--- src/rtl/vbmw_pkg.sv ---
// Shared types, constants and MD5 round tables for the batch MD5 whitener.
package vbmw_pkg;

    localparam logic [7:0]  MinExtraReset = 8'd4;
    localparam logic [7:0]  MaxExtraReset = 8'd17;
    localparam logic [7:0]  CfgMinExtra   = 8'd0;
    localparam logic [7:0]  CfgMaxExtra   = 8'd1;
    localparam logic [7:0]  MaxSpan       = 8'd200;
    localparam logic [8:0]  BaseBatch     = 9'd16;
    localparam logic [15:0] PoolValueInit = 16'd314;
    localparam logic [15:0] PoolLimitInit = 16'd325;
    localparam logic [7:0]  PadMark       = 8'h80;
    localparam logic [5:0]  LenLoAddr     = 6'd56;
    localparam logic [5:0]  LenHiAddr     = 6'd57;
    localparam logic [5:0]  LastAddr      = 6'd63;
    localparam logic [5:0]  LastRound     = 6'd63;
    localparam logic [3:0]  LastDivStep   = 4'd15;
    localparam logic [3:0]  LastFull      = 4'd15;
    localparam logic [3:0]  LastShort     = 4'd14;

    typedef struct packed {
        logic       byte_we;
        logic       byte_from_in;
        logic [5:0] pad_ptr;
        logic       pad_first;
        logic       pad_final;
        logic       count_inc;
        logic       count_clr;
        logic       div_start;
        logic       div_step;
        logic       tgt_direct;
        logic       tgt_div;
        logic       abcd_init;
        logic       rnd_a;
        logic       rnd_b;
        logic [5:0] round;
        logic       fold;
        logic       chain_init;
        logic       refill;
        logic [3:0] out_idx;
    } cmd_t;

    typedef struct packed {
        logic       count_zero;
        logic       block_full;
        logic       batch_done;
        logic       span_one;
        logic       pad_two;
        logic       refill_need;
        logic [5:0] pad_start;
    } sts_t;

    function automatic logic [31:0] chain_iv(input logic [1:0] i);
        case (i)
            2'd0:    chain_iv = 32'h67452301;
            2'd1:    chain_iv = 32'hefcdab89;
            2'd2:    chain_iv = 32'h98badcfe;
            default: chain_iv = 32'h10325476;
        endcase
    endfunction

    function automatic logic [4:0] round_shift(input logic [5:0] r);
        logic [4:0] s;
        begin
            case ({r[5:4], r[1:0]})
                4'h0: s = 5'd7;  4'h1: s = 5'd12; 4'h2: s = 5'd17; 4'h3: s = 5'd22;
                4'h4: s = 5'd5;  4'h5: s = 5'd9;  4'h6: s = 5'd14; 4'h7: s = 5'd20;
                4'h8: s = 5'd4;  4'h9: s = 5'd11; 4'ha: s = 5'd16; 4'hb: s = 5'd23;
                4'hc: s = 5'd6;  4'hd: s = 5'd10; 4'he: s = 5'd15;
                default: s = 5'd21;
            endcase
            round_shift = s;
        end
    endfunction

    function automatic logic [3:0] msg_index(input logic [5:0] r);
        logic [3:0] x;
        begin
            x = r[3:0];
            case (r[5:4])
                2'd0:    msg_index = x;
                2'd1:    msg_index = 4'((x << 2) + x + 4'd1);
                2'd2:    msg_index = 4'((x << 1) + x + 4'd5);
                default: msg_index = 4'((x << 3) - x);
            endcase
        end
    endfunction

    function automatic logic [31:0] round_const(input logic [5:0] r);
        case (r)
            6'd0:  round_const = 32'hd76aa478; 6'd1:  round_const = 32'he8c7b756;
            6'd2:  round_const = 32'h242070db; 6'd3:  round_const = 32'hc1bdceee;
            6'd4:  round_const = 32'hf57c0faf; 6'd5:  round_const = 32'h4787c62a;
            6'd6:  round_const = 32'ha8304613; 6'd7:  round_const = 32'hfd469501;
            6'd8:  round_const = 32'h698098d8; 6'd9:  round_const = 32'h8b44f7af;
            6'd10: round_const = 32'hffff5bb1; 6'd11: round_const = 32'h895cd7be;
            6'd12: round_const = 32'h6b901122; 6'd13: round_const = 32'hfd987193;
            6'd14: round_const = 32'ha679438e; 6'd15: round_const = 32'h49b40821;
            6'd16: round_const = 32'hf61e2562; 6'd17: round_const = 32'hc040b340;
            6'd18: round_const = 32'h265e5a51; 6'd19: round_const = 32'he9b6c7aa;
            6'd20: round_const = 32'hd62f105d; 6'd21: round_const = 32'h02441453;
            6'd22: round_const = 32'hd8a1e681; 6'd23: round_const = 32'he7d3fbc8;
            6'd24: round_const = 32'h21e1cde6; 6'd25: round_const = 32'hc33707d6;
            6'd26: round_const = 32'hf4d50d87; 6'd27: round_const = 32'h455a14ed;
            6'd28: round_const = 32'ha9e3e905; 6'd29: round_const = 32'hfcefa3f8;
            6'd30: round_const = 32'h676f02d9; 6'd31: round_const = 32'h8d2a4c8a;
            6'd32: round_const = 32'hfffa3942; 6'd33: round_const = 32'h8771f681;
            6'd34: round_const = 32'h6d9d6122; 6'd35: round_const = 32'hfde5380c;
            6'd36: round_const = 32'ha4beea44; 6'd37: round_const = 32'h4bdecfa9;
            6'd38: round_const = 32'hf6bb4b60; 6'd39: round_const = 32'hbebfbc70;
            6'd40: round_const = 32'h289b7ec6; 6'd41: round_const = 32'heaa127fa;
            6'd42: round_const = 32'hd4ef3085; 6'd43: round_const = 32'h04881d05;
            6'd44: round_const = 32'hd9d4d039; 6'd45: round_const = 32'he6db99e5;
            6'd46: round_const = 32'h1fa27cf8; 6'd47: round_const = 32'hc4ac5665;
            6'd48: round_const = 32'hf4292244; 6'd49: round_const = 32'h432aff97;
            6'd50: round_const = 32'hab9423a7; 6'd51: round_const = 32'hfc93a039;
            6'd52: round_const = 32'h655b59c3; 6'd53: round_const = 32'h8f0ccc92;
            6'd54: round_const = 32'hffeff47d; 6'd55: round_const = 32'h85845dd1;
            6'd56: round_const = 32'h6fa87e4f; 6'd57: round_const = 32'hfe2ce6e0;
            6'd58: round_const = 32'ha3014314; 6'd59: round_const = 32'h4e0811a1;
            6'd60: round_const = 32'hf7537e82; 6'd61: round_const = 32'hbd3af235;
            6'd62: round_const = 32'h2ad7d2bb;
            default: round_const = 32'heb86d391;
        endcase
    endfunction

endpackage

--- src/rtl/variable_batch_md5_whitener.sv ---
// Top level of the variable batch MD5 whitener.
//
//  channel  dir  handshake            payload
//  s_       in   s_tvalid/s_tready    s_tdata = in_byte
//  m_       out  m_tvalid/m_tready    m_tdata = out_byte, m_tlast = batch_last
//  cfg_     in   cfg_valid/cfg_ready  cfg_index, cfg_data (min_extra, max_extra)
//
//  A plain byte passes through S_IDLE and S_FULL; the first byte of a batch
//  also runs the bit-serial pool division when the span exceeds one.
//  Each 64-byte block goes through the MD5 round unit, S_RA then S_RB per round;
//  padding writes one byte per cycle, then 15 or 16 digest bytes follow.
//  Reset is synchronous; no item is taken while the digest is being sent,
//  and m_tready low holds the current digest byte.
module variable_batch_md5_whitener
    import vbmw_pkg::*;
(
    input  logic       aclk,
    input  logic       aresetn,
    input  logic       s_tvalid,
    output logic       s_tready,
    input  logic [7:0] s_tdata,   // in_byte
    output logic       m_tvalid,
    input  logic       m_tready,
    output logic [7:0] m_tdata,   // out_byte
    output logic       m_tlast,
    input  logic       cfg_valid,
    output logic       cfg_ready,
    input  logic [7:0] cfg_index,
    input  logic [7:0] cfg_data
);

    cmd_t cmd;
    sts_t sts;

    assign cfg_ready = 1'b1;

    vbmw_ctrl u_ctrl (
        .aclk     (aclk),
        .aresetn  (aresetn),
        .s_tvalid (s_tvalid),
        .s_tready (s_tready),
        .m_tvalid (m_tvalid),
        .m_tready (m_tready),
        .m_tlast  (m_tlast),
        .sts      (sts),
        .cmd      (cmd)
    );

    vbmw_dp u_dp (
        .aclk     (aclk),
        .aresetn  (aresetn),
        .cmd      (cmd),
        .sts      (sts),
        .in_byte  (s_tdata),
        .cfg_we   (cfg_valid && cfg_ready),
        .cfg_idx  (cfg_index),
        .cfg_val  (cfg_data),
        .out_byte (m_tdata)
    );

    a_no_intake_during_out: assert property (@(posedge aclk) disable iff (!aresetn)
        m_tvalid |-> !s_tready)
        else $error("input ready while digest pending");

    a_busy_after_item: assert property (@(posedge aclk) disable iff (!aresetn)
        (s_tvalid && s_tready) |=> !s_tready && !m_tvalid)
        else $error("no processing after item");

    a_last_ends_digest: assert property (@(posedge aclk) disable iff (!aresetn)
        (m_tvalid && m_tready && m_tlast) |=> !m_tvalid)
        else $error("digest continues after last byte");

endmodule

--- src/rtl/vbmw_dp.sv ---
// Datapath: block memory, MD5 round unit, chaining words, pool divider and counters.
module vbmw_dp
    import vbmw_pkg::*;
(
    input  logic        aclk,
    input  logic        aresetn,
    input  cmd_t        cmd,
    output sts_t        sts,
    input  logic [7:0]  in_byte,
    input  logic        cfg_we,
    input  logic [7:0]  cfg_idx,
    input  logic [7:0]  cfg_val,
    output logic [7:0]  out_byte
);

    logic [7:0]  min_reg, max_reg;
    logic [8:0]  count_reg, target_reg;
    logic [15:0] pool_value_reg, pool_limit_reg;
    logic [15:0] qv_reg, ql_reg;
    logic [7:0]  rv_reg, rl_reg;
    logic [31:0] chain_reg [4];
    logic [31:0] a_reg, b_reg, c_reg, d_reg, tmp_reg, rd_reg;
    logic [31:0] mem [16];

    logic [7:0]  diff, span;
    logic [8:0]  tv, tl;
    logic        bv, bl;
    logic [5:0]  waddr;
    logic [7:0]  wdata, pad_byte;
    logic [31:0] f, rot_in;
    logic [63:0] rot_dbl;
    logic [31:0] out_word;

    always_comb begin
        diff = (max_reg > min_reg) ? 8'(max_reg - min_reg) : 8'd0;
        if (diff > MaxSpan) begin
            diff = MaxSpan;
        end
        span = 8'(diff + 8'd1);

        tv = {1'b0, rv_reg} << 1 | 9'(qv_reg[15]);
        tl = {1'b0, rl_reg} << 1 | 9'(ql_reg[15]);
        bv = tv >= {1'b0, span};
        bl = tl >= {1'b0, span};

        pad_byte = 8'd0;
        if (cmd.pad_first && cmd.pad_ptr == count_reg[5:0]) begin
            pad_byte = PadMark;
        end else if (cmd.pad_final && cmd.pad_ptr == LenLoAddr) begin
            pad_byte = {count_reg[4:0], 3'b000};
        end else if (cmd.pad_final && cmd.pad_ptr == LenHiAddr) begin
            pad_byte = {4'd0, count_reg[8:5]};
        end
        waddr = cmd.byte_from_in ? count_reg[5:0] : cmd.pad_ptr;
        wdata = cmd.byte_from_in ? in_byte : pad_byte;

        case (cmd.round[5:4])
            2'd0:    f = (b_reg & c_reg) | (~b_reg & d_reg);
            2'd1:    f = (d_reg & b_reg) | (~d_reg & c_reg);
            2'd2:    f = b_reg ^ c_reg ^ d_reg;
            default: f = c_reg ^ (b_reg | ~d_reg);
        endcase
        rot_in  = tmp_reg + rd_reg;
        rot_dbl = {rot_in, rot_in} << round_shift(cmd.round);

        out_word = chain_reg[cmd.out_idx[3:2]];
        out_byte = out_word[{cmd.out_idx[1:0], 3'b000} +: 8];

        sts.count_zero  = count_reg == 9'd0;
        sts.block_full  = count_reg[5:0] == 6'd0;
        sts.batch_done  = count_reg >= target_reg;
        sts.span_one    = span == 8'd1;
        sts.pad_two     = count_reg[5:0] >= LenLoAddr;
        sts.refill_need = pool_limit_reg <= {8'd0, span};
        sts.pad_start   = count_reg[5:0];
    end

    always_ff @(posedge aclk) begin
        if (cmd.byte_we) begin
            mem[waddr[5:2]][{waddr[1:0], 3'b000} +: 8] <= wdata;
        end
        rd_reg <= mem[msg_index(cmd.round)];
    end

    always_ff @(posedge aclk) begin
        if (!aresetn) begin
            min_reg        <= MinExtraReset;
            max_reg        <= MaxExtraReset;
            count_reg      <= 9'd0;
            target_reg     <= BaseBatch;
            pool_value_reg <= PoolValueInit;
            pool_limit_reg <= PoolLimitInit;
            for (int i = 0; i < 4; i++) begin
                chain_reg[i] <= chain_iv(2'(i));
            end
        end else begin
            if (cfg_we && cfg_idx == CfgMinExtra) begin
                min_reg <= cfg_val;
            end
            if (cfg_we && cfg_idx == CfgMaxExtra) begin
                max_reg <= cfg_val;
            end
            if (cmd.count_inc) begin
                count_reg <= 9'(count_reg + 9'd1);
            end else if (cmd.count_clr) begin
                count_reg <= 9'd0;
            end
            if (cmd.tgt_direct) begin
                target_reg <= 9'(BaseBatch + {1'b0, min_reg});
            end else if (cmd.tgt_div) begin
                target_reg     <= 9'(BaseBatch + {1'b0, min_reg} + {1'b0, rv_reg});
                pool_value_reg <= qv_reg;
                pool_limit_reg <= ql_reg;
            end else if (cmd.refill && sts.refill_need) begin
                pool_limit_reg <= {8'(pool_limit_reg[7:0] + 8'd1), 8'd0};
                pool_value_reg <= {pool_value_reg[7:0], chain_reg[3][31:24]};
            end
            if (cmd.fold) begin
                chain_reg[0] <= chain_reg[0] + a_reg;
                chain_reg[1] <= chain_reg[1] + b_reg;
                chain_reg[2] <= chain_reg[2] + c_reg;
                chain_reg[3] <= chain_reg[3] + d_reg;
            end else if (cmd.chain_init) begin
                for (int i = 0; i < 4; i++) begin
                    chain_reg[i] <= chain_iv(2'(i));
                end
            end
        end
    end

    always_ff @(posedge aclk) begin
        if (cmd.div_start) begin
            qv_reg <= pool_value_reg;
            ql_reg <= pool_limit_reg;
            rv_reg <= 8'd0;
            rl_reg <= 8'd0;
        end else if (cmd.div_step) begin
            qv_reg <= {qv_reg[14:0], bv};
            ql_reg <= {ql_reg[14:0], bl};
            rv_reg <= bv ? 8'(tv - {1'b0, span}) : tv[7:0];
            rl_reg <= bl ? 8'(tl - {1'b0, span}) : tl[7:0];
        end
        if (cmd.abcd_init) begin
            a_reg <= chain_reg[0];
            b_reg <= chain_reg[1];
            c_reg <= chain_reg[2];
            d_reg <= chain_reg[3];
        end else if (cmd.rnd_a) begin
            tmp_reg <= a_reg + f + round_const(cmd.round);
        end else if (cmd.rnd_b) begin
            a_reg <= d_reg;
            d_reg <= c_reg;
            c_reg <= b_reg;
            b_reg <= b_reg + rot_dbl[63:32];
        end
    end

endmodule

--- src/rtl/vbmw_ctrl.sv ---
// Controller: sequences byte intake, pool draw, compression, padding and digest output.
module vbmw_ctrl
    import vbmw_pkg::*;
(
    input  logic aclk,
    input  logic aresetn,
    input  logic s_tvalid,
    output logic s_tready,
    output logic m_tvalid,
    input  logic m_tready,
    output logic m_tlast,
    input  sts_t sts,
    output cmd_t cmd
);

    localparam logic [3:0] S_IDLE   = 4'd0;
    localparam logic [3:0] S_DIV    = 4'd1;
    localparam logic [3:0] S_DLOAD  = 4'd2;
    localparam logic [3:0] S_FULL   = 4'd3;
    localparam logic [3:0] S_CHECK  = 4'd4;
    localparam logic [3:0] S_PAD    = 4'd5;
    localparam logic [3:0] S_RA     = 4'd6;
    localparam logic [3:0] S_RB     = 4'd7;
    localparam logic [3:0] S_FOLD   = 4'd8;
    localparam logic [3:0] S_REFILL = 4'd9;
    localparam logic [3:0] S_OUT    = 4'd10;

    logic [3:0] state_reg, state_next;
    logic [5:0] round_reg, round_next, ptr_reg, ptr_next;
    logic       first_reg, first_next, mode_reg, mode_next;
    logic [3:0] step_reg, step_next, oidx_reg, oidx_next, olast_reg, olast_next;
    logic       pad_final;

    always_comb begin
        pad_final  = !first_reg || !sts.pad_two;
        state_next = state_reg;
        round_next = round_reg;
        ptr_next   = ptr_reg;
        first_next = first_reg;
        mode_next  = mode_reg;
        step_next  = step_reg;
        oidx_next  = oidx_reg;
        olast_next = olast_reg;
        cmd            = '0;
        cmd.round      = round_reg;
        cmd.pad_ptr    = ptr_reg;
        cmd.pad_first  = first_reg;
        cmd.pad_final  = pad_final;
        cmd.out_idx    = oidx_reg;
        s_tready = state_reg == S_IDLE;
        m_tvalid = state_reg == S_OUT;
        m_tlast  = oidx_reg == olast_reg;

        case (state_reg)
            S_IDLE: begin
                if (s_tvalid) begin
                    cmd.byte_we      = 1'b1;
                    cmd.byte_from_in = 1'b1;
                    cmd.count_inc    = 1'b1;
                    state_next       = S_FULL;
                    if (sts.count_zero && sts.span_one) begin
                        cmd.tgt_direct = 1'b1;
                    end else if (sts.count_zero) begin
                        cmd.div_start = 1'b1;
                        step_next     = 4'd0;
                        state_next    = S_DIV;
                    end
                end
            end
            S_DIV: begin
                cmd.div_step = 1'b1;
                step_next    = 4'(step_reg + 4'd1);
                if (step_reg == LastDivStep) begin
                    state_next = S_DLOAD;
                end
            end
            S_DLOAD: begin
                cmd.tgt_div = 1'b1;
                state_next  = S_FULL;
            end
            S_FULL: begin
                if (sts.block_full) begin
                    cmd.abcd_init = 1'b1;
                    mode_next     = 1'b0;
                    round_next    = 6'd0;
                    state_next    = S_RA;
                end else if (sts.batch_done) begin
                    ptr_next   = sts.pad_start;
                    first_next = 1'b1;
                    state_next = S_PAD;
                end else begin
                    state_next = S_IDLE;
                end
            end
            S_CHECK: begin
                if (sts.batch_done) begin
                    ptr_next   = sts.pad_start;
                    first_next = 1'b1;
                    state_next = S_PAD;
                end else begin
                    state_next = S_IDLE;
                end
            end
            S_PAD: begin
                cmd.byte_we = 1'b1;
                ptr_next    = 6'(ptr_reg + 6'd1);
                if (ptr_reg == LastAddr) begin
                    cmd.abcd_init = 1'b1;
                    mode_next     = 1'b1;
                    round_next    = 6'd0;
                    state_next    = S_RA;
                end
            end
            S_RA: begin
                cmd.rnd_a  = 1'b1;
                state_next = S_RB;
            end
            S_RB: begin
                cmd.rnd_b  = 1'b1;
                round_next = 6'(round_reg + 6'd1);
                state_next = (round_reg == LastRound) ? S_FOLD : S_RA;
            end
            S_FOLD: begin
                cmd.fold = 1'b1;
                if (!mode_reg) begin
                    state_next = S_CHECK;
                end else if (pad_final) begin
                    state_next = S_REFILL;
                end else begin
                    first_next = 1'b0;
                    ptr_next   = 6'd0;
                    state_next = S_PAD;
                end
            end
            S_REFILL: begin
                cmd.refill    = 1'b1;
                cmd.count_clr = 1'b1;
                olast_next    = sts.refill_need ? LastShort : LastFull;
                oidx_next     = 4'd0;
                state_next    = S_OUT;
            end
            S_OUT: begin
                if (m_tready) begin
                    if (oidx_reg == olast_reg) begin
                        cmd.chain_init = 1'b1;
                        state_next     = S_IDLE;
                    end else begin
                        oidx_next = 4'(oidx_reg + 4'd1);
                    end
                end
            end
            default: begin
                state_next = S_IDLE;
            end
        endcase
    end

    always_ff @(posedge aclk) begin
        if (!aresetn) begin
            state_reg <= S_IDLE;
            round_reg <= 6'd0;
            ptr_reg   <= 6'd0;
            first_reg <= 1'b0;
            mode_reg  <= 1'b0;
            step_reg  <= 4'd0;
            oidx_reg  <= 4'd0;
            olast_reg <= LastFull;
        end else begin
            state_reg <= state_next;
            round_reg <= round_next;
            ptr_reg   <= ptr_next;
            first_reg <= first_next;
            mode_reg  <= mode_next;
            step_reg  <= step_next;
            oidx_reg  <= oidx_next;
            olast_reg <= olast_next;
        end
    end

endmodule
--- config.mk ---
export PLATFORM = sky130hd
export DESIGN_NAME = variable_batch_md5_whitener
export DESIGN_NICKNAME = d
export VERILOG_FILES = /design/src/rtl/vbmw_pkg.sv /design/src/rtl/variable_batch_md5_whitener.sv /design/src/rtl/vbmw_dp.sv /design/src/rtl/vbmw_ctrl.sv
export SDC_FILE = /design/constraint.sdc
export NUM_CORES = 2
export LEC_CHECK = 0
export BUFFER_PORTS_ARGS = -buffer_cell sky130_fd_sc_hd__buf_2
export CAP_MARGIN = 15
export CORE_MARGIN = 2
export CORE_UTILIZATION = 60
export CTS_CLUSTER_DIAMETER = 150
export DETAILED_ROUTE_END_ITERATION = 8
export PLACE_DENSITY_LB_ADDON = 0.08
export SKIP_CTS_REPAIR_TIMING = 1
export SLEW_MARGIN = 5
export SYNTH_ARGS = -nofsm -noshare
export SYNTH_HDL_FRONTEND = slang
export SYNTH_SLANG_ARGS = --single-unit
--- constraint.sdc ---
create_clock -name aclk -period 19.9 [get_ports aclk]
set_input_delay 3.98 -clock aclk [delete_from_list [all_inputs] [get_ports aclk]]
set_output_delay 3.98 -clock aclk [all_outputs]
set_load 0.01 [all_outputs]
Word level (Yosys, flattened, before mapping)
Memories as Yosys holds them, arrays and structs flattened. A register that Yosys moved wholly into a read port is not among the register bits.
Index checks and enable logic that the tools add are counted.
{ "totals": {"mem_count": 4, "romBits": 2128, "regBits": 304, "input_bits": 29, "ram_bits": 640, "output_inout_bits": 12} }
{ "mem_list": {"columns": ["name", "words", "width", "read_ports", "rd_clocked_by_memory_dff", "write_ports", "line", "rtl"], "rows": [
  ["(name not given)", 64, 32, 1, 1, 0, "vbmw_pkg.sv:90", "case (r)"],
  ["u_dp.mem", 16, 32, 1, 1, 1, "vbmw_dp.sv:23", "logic [31:0] mem [16];"],
  ["u_dp.chain_reg", 4, 32, 5, 1, 4, "vbmw_dp.sv:21", "logic [31:0] chain_reg [4];"],
  ["(name not given)", 16, 5, 1, 1, 0, "vbmw_pkg.sv:65", "case ({r[5:4], r[1:0]})"]
]} }
{ "op_classes": {"eq_ne": 34, "muxes": 138, "n_shift": 4, "addsub": 26, "order_cmp": 7, "reduce_logical": 36, "bitwise": 24} }
{ "ops": {"columns": ["operator", "n"], "rows": [
  ["2-to-1 mux 32 bit", 39],
  ["adder 32 bit", 8],
  ["AND 32 bit", 4],
  ["2-to-1 mux 16 bit", 8],
  ["bitwise OR 32 bit", 3],
  ["one-hot mux 32 bit (3 select lines)", 1],
  ["XOR 32 bit", 3],
  ["2-to-1 mux 4 bit", 18],
  ["inverter 32 bit", 2],
  ["left shift 64 x 5 -> 64 bit", 1],
  ["2-to-1 mux 8 bit", 7],
  ["2-to-1 mux 6 bit", 9],
  ["one-hot mux 4 bit (11 select lines)", 1],
  ["2-to-1 mux 1 bit", 37],
  ["2-to-1 mux 9 bit", 4],
  ["variable shift 8 x 7 -> 32 bit (first input constant)", 1],
  ["variable part select 32 x 6 -> 8 bit", 1],
  ["variable part select 8 x 7 -> 32 bit", 1],
  ["== test 6 bit (second input constant)", 4],
  ["one-hot mux 6 bit (4 select lines)", 1],
  ["subtractor 8 bit", 3],
  ["greater-or-equal comparator 9 x 8 -> 1 bit", 2],
  ["bitwise OR 9 x 1 -> 9 bit", 2],
  ["one-hot mux 6 bit (3 select lines)", 1],
  ["other kinds (49)", 108]
]} }

Longest topological paths before layout
{ "depth": {"ltp_word": 12, "depth_mapped": 29} }

Cells and area by module
A second synthesis with hierarchy kept.
{ "hier_totals": {"hier_cells": 5521, "area_unflattened_um2": 59395.7} }
{ "by_module_without_submodules": {"columns": ["module", "area_per_inst_um2", "instances", "seq_area_each_um2", "cells_each"], "rows": [
  ["vbmw_dp", 57645.3, 1, 26625.5, 5296],
  ["vbmw_ctrl", 1739.2, 1, 540.5, 223],
  ["variable_batch_md5_whitener", 11.3, 1, 0.0, 2]
]} }

Worst setup path before layout
OpenSTA, ideal clock, no wires.
{ "synth_path": {"path_kind": "input -> register", "startpoint": "input port m_tready", "endpoint": "memory u_dp.mem[0][27], data pin", "setup_time_ps": 281, "t_arrival_ps": 6928, "path_slack_ps": 12691, "t_required_ps": 19619, "path_buffers": 3, "path_stages": 11, "cell_sequence": "a211oi_1 -> a2111o_1 -> nor3_1 -> clkbuf_1 -> buf_1 -> nor2_1 -> a21oi_1 -> ha_1 -> or3_1 -> clkbuf_1 -> nor2b_1"} }
{ "synth_rtl": {"columns": ["item", "line", "rtl"], "rows": [
  ["start, declared", "variable_batch_md5_whitener.sv:23", "input logic m_tready,"],
  ["end, declared", "vbmw_dp.sv:23", null]
]} }

Final worst setup path
{ "layout_path": {"startpoint": "register u_dp.tmp_reg[0]", "endpoint": "register u_dp.b_reg[31], data pin"} }
{ "layout_via": {"elab_chain_cells": 6} }
{ "layout_lines": {"columns": ["item", "line", "rtl"], "rows": [
  ["start, declared", "vbmw_dp.sv:22", "logic [31:0] a_reg, b_reg, c_reg, d_reg, tmp_reg, rd_reg;"],
  ["start signal, assigned", "vbmw_dp.sv:149", "tmp_reg <= a_reg + f + round_const(cmd.round);"],
  ["adder 32 bit", "vbmw_dp.sv:63", "rot_in = tmp_reg + rd_reg;"],
  ["left shift 64 x 5 -> 64 bit", "vbmw_dp.sv:64", "rot_dbl = {rot_in, rot_in} << round_shift(cmd.round);"],
  ["adder 32 bit", "vbmw_dp.sv:154", "b_reg <= b_reg + rot_dbl[63:32];"],
  ["2-to-1 mux 32 bit", "vbmw_dp.sv:150", "end else if (cmd.rnd_b) begin"],
  ["2-to-1 mux 32 bit", "vbmw_dp.sv:148", "end else if (cmd.rnd_a) begin"],
  ["2-to-1 mux 32 bit", "vbmw_dp.sv:143", "if (cmd.abcd_init) begin"],
  ["end signal, assigned", "vbmw_dp.sv:145", "b_reg <= chain_reg[1];"],
  ["end signal, assigned", "vbmw_dp.sv:154", null],
  ["end, declared", "vbmw_dp.sv:22", null]
]} }
Every way passes these cells. The select of a mux whose other input is x is not followed.
A chain may end at the register's enable or synchronous reset.

==> impl_metrics.yaml <==
placement:
  dpl_cell_area_um2: 61900
  dp.cells: 6762
  port_buffers: 39
  dp_hpwl_um: 122000
  gp_congestion: 0.998
pwr:
  pwr-share-comb: 0.264
  max-vdd-ir-drop_uv: 86.7
  switching_share: 0.322
  p_leak_nw: 25.0
  power_switching_w: 0.00205
  power.density_nw_per_um2: 97.0
  p_clk_frac: 0.322
  internal-power_w: 0.00432
  power_frac_seq: 0.413
layout:
  multi_input_area_um2: 30500
  area_growth_pct: 8.25
  final_cell_mix: "edfxtp_1, nor2_1, nand2_1"
  drive_above_1_share: 0.124
  fillers: 7832
  stdcell_count: 6978
  largest_reg_flops: 512
  layout.nets: 5958
  seq_area_um2: 28000
  final_common_cell: "edfxtp_1"
  fin_util: 0.655
  design_area_um2: 65600
cts:
  cts_max_path_buffers: 3
  root_buffer: "clkbuf_16"
  cts_tree: "done"
  cts.sinks: 1012
  path_clk_slew_ns: 0.06
  cts_buffers: 107
  htreeDepth: 3
  clock_latency_ns: 0.74
flow_run:
  cap_violations: 0
grt:
  overflow: 0
  grt_pass1_wl_um: 263000
  grt_usage: 0.332
  grt_pass1_vias: 43095
  antenna_found_initial: 9
  grt_max_degree: 91
timing:
  min_period_ns: 7.46
  finalSetupViolCount: 0
  max_freq_mhz: 134
  clock_skew_ns: 0.0600
  hold_viol_final: 0
  post-route-period-util: 0.375
  rsz0062_at_grt: "false"
  slew_headroom: 0.178
  setup-tns-final_ns: 0
  worst_pin_slew_ns: 1.22
  hold_ws_ns: 0.459
  slew_violations: 0
logic_synthesis:
  yosysSeqAreaShare: 0.461
  synth.distinct_cells: 100
  syn_area_um2: 60600
  yosys_register_bits: 1012
  synthFlopType: "edfxtp_1"
  ys_warn_count: 0
  synth_area_per_cell_um2: 10.7
  synth_edf_count: 768
  syn_inst: 5662
  async_flop_share: 0
  syn_nets: 6038
route:
  drtAntennaViolNets: 0
  vias_per_cell: 6.58
  vias: 45928
  wl_per_cell_um: 24.8
  drt-initial-drc-count: 5032
  drc: 0
  totalWireLength_um: 173000
  dr.pass1.iters: 5
worst_setup_path:
  startpoint_type: "register"
  worst-path-max-fanout: 4
  path_class: "reg2reg"
  arrival_ns: 7.90
  r2r_setup_slack_ns: 12.44
  required_ns: 20.34
  cp-end-kind: "register"
floorplanning:
  fp.dieArea_um2: 104000
  num_io_pins: 41
  row_count: 116
  die_h_um: 322
  initial_utilization: 0.605
  fp.dieW_um: 322
  core_um2: 100000
outcome:
  status: "finished clean"
hold_path:
  hold_path_class: "reg2reg"
[synth_stat cells (22+ instances only)]
library cell  number  share of area
a211oi_1          97          0.012
a21o_1           105          0.013
a21oi_1          440          0.036
a22oi_1           28         0.0035
a31oi_1           65         0.0067
and3_1            53         0.0055
buf_1             50         0.0031
clkbuf_1         231          0.014
dfxtp_1          244          0.081
edfxtp_1         768           0.38
fa_1              43          0.014
ha_1             304          0.063
inv_1            291          0.018
mux2_2           149          0.028
mux2i_1          117          0.019
mux4_2           181          0.067
nand2_1          444          0.027
nand2b_1          53         0.0055
nand3_1          123          0.010
nand4_1           25         0.0026
nor2_1           451          0.028
nor2b_1           72         0.0074
nor3_1           136          0.011
o211ai_1          37         0.0046
o21a_1            48         0.0059
o21ai_0          314          0.026
o21bai_1          22         0.0027
o22ai_1           76         0.0078
o311a_1           32         0.0053
o31ai_1           31         0.0038
or2_2             30         0.0031
or3_1             23         0.0024
xnor2_1          171          0.025
xor2_1           100          0.014
[worst paths after layout]
check / from / end / cells after the start
hold / removal: u_dp.rl_reg[7] / u_dp.rl_reg[7] / 2
setup reg to reg: u_dp.tmp_reg[0] / u_dp.b_reg[31] / 27
setup / recovery: u_dp.tmp_reg[0] / u_dp.b_reg[31] / 27
hold reg to reg: u_dp.rl_reg[7] / u_dp.rl_reg[7] / 2
[power by group through the flow]
stage	clock, W	combinational [W]	sequential (W)
floorplan	0	0.00122	0.00262
global placement	0	0.00162	0.00267
detailed placement	0	0.00165	0.00267
CTS	0.00207	0.00166	0.00263
global route	0.00216	0.00184	0.00265
finish	0.00205	0.00168	0.00263
[cell type report]
cell class	count	area share
inverters	297	0.0171
flip-flops and latches	1012	0.426
clock buffers	139	0.0445
multi-input cells	4049	0.465
well taps	1298	0.0247
diodes	3	0.000114
repair buffers	115	0.0118
clock inverters	65	0.0109
[stage by stage]
stage	setup WS [ns]	power, W
3_5_place_dp	12.08	0.00432
3_3_place_gp	12.17	0.00429
4_1_cts	12.54	0.00637
2_1_floorplan	12.69	0.00383
6_report	12.44	0.00636
5_1_grt	11.98	0.00664
[per-layer routing]
metal | vias up | track usage | wire length [um] | part of all wire
met1 | 22394 | 0.454 | 70800 | 0.41
met3 | 409 | 0.0563 | 14400 | 0.083
met4 | 10 | 0.150 | 8310 | 0.048
met2 | 2050 | 0.521 | 79500 | 0.46
li1 | 21065 | - | - | -
met5 | - | 0 | 57 | 0.00033
[logic make-up (layout without fill, tap and decap cells)]
kind of cell    count (synthesis)  count (layout)  synth area share
compound gates               1491            1491             0.157
xor+xnor                      271             271            0.0391
flops                        1012            1012             0.461
other cells                     1               4         0.0000619
simple gates                 1491            1491             0.113
fa+ha+maj                     347             347            0.0769
buf+inv                       601             616            0.0379
mux                           448             448             0.115
[critical path, stage by stage, from the launching register on]
cell	delay (ns)
edfxtp_1	0.38
ha_1	0.24
fa_1	0.44
a211oi_1	0.26
o21ai_1	0.14
a21boi_2	0.26
o21ai_2	0.14
a41oi_4	0.34
a21oi_2	0.11
xor2_1	0.30
o21ai_0	0.16
mux4_2	0.49
mux2i_1	0.24
nor2_1	0.07
a21oi_1	0.24
ha_1	0.28
a21o_1	0.20
a221oi_1	0.50
a22o_1	0.28
o21ai_0	0.26
a31oi_1	0.50
a31oi_1	0.24
a211oi_1	0.43
o21bai_1	0.11
a21oi_1	0.19
xnor2_1	0.15
xnor2_1	0.14
o21ai_1	0.07
(Power assumes the default switching activity.)
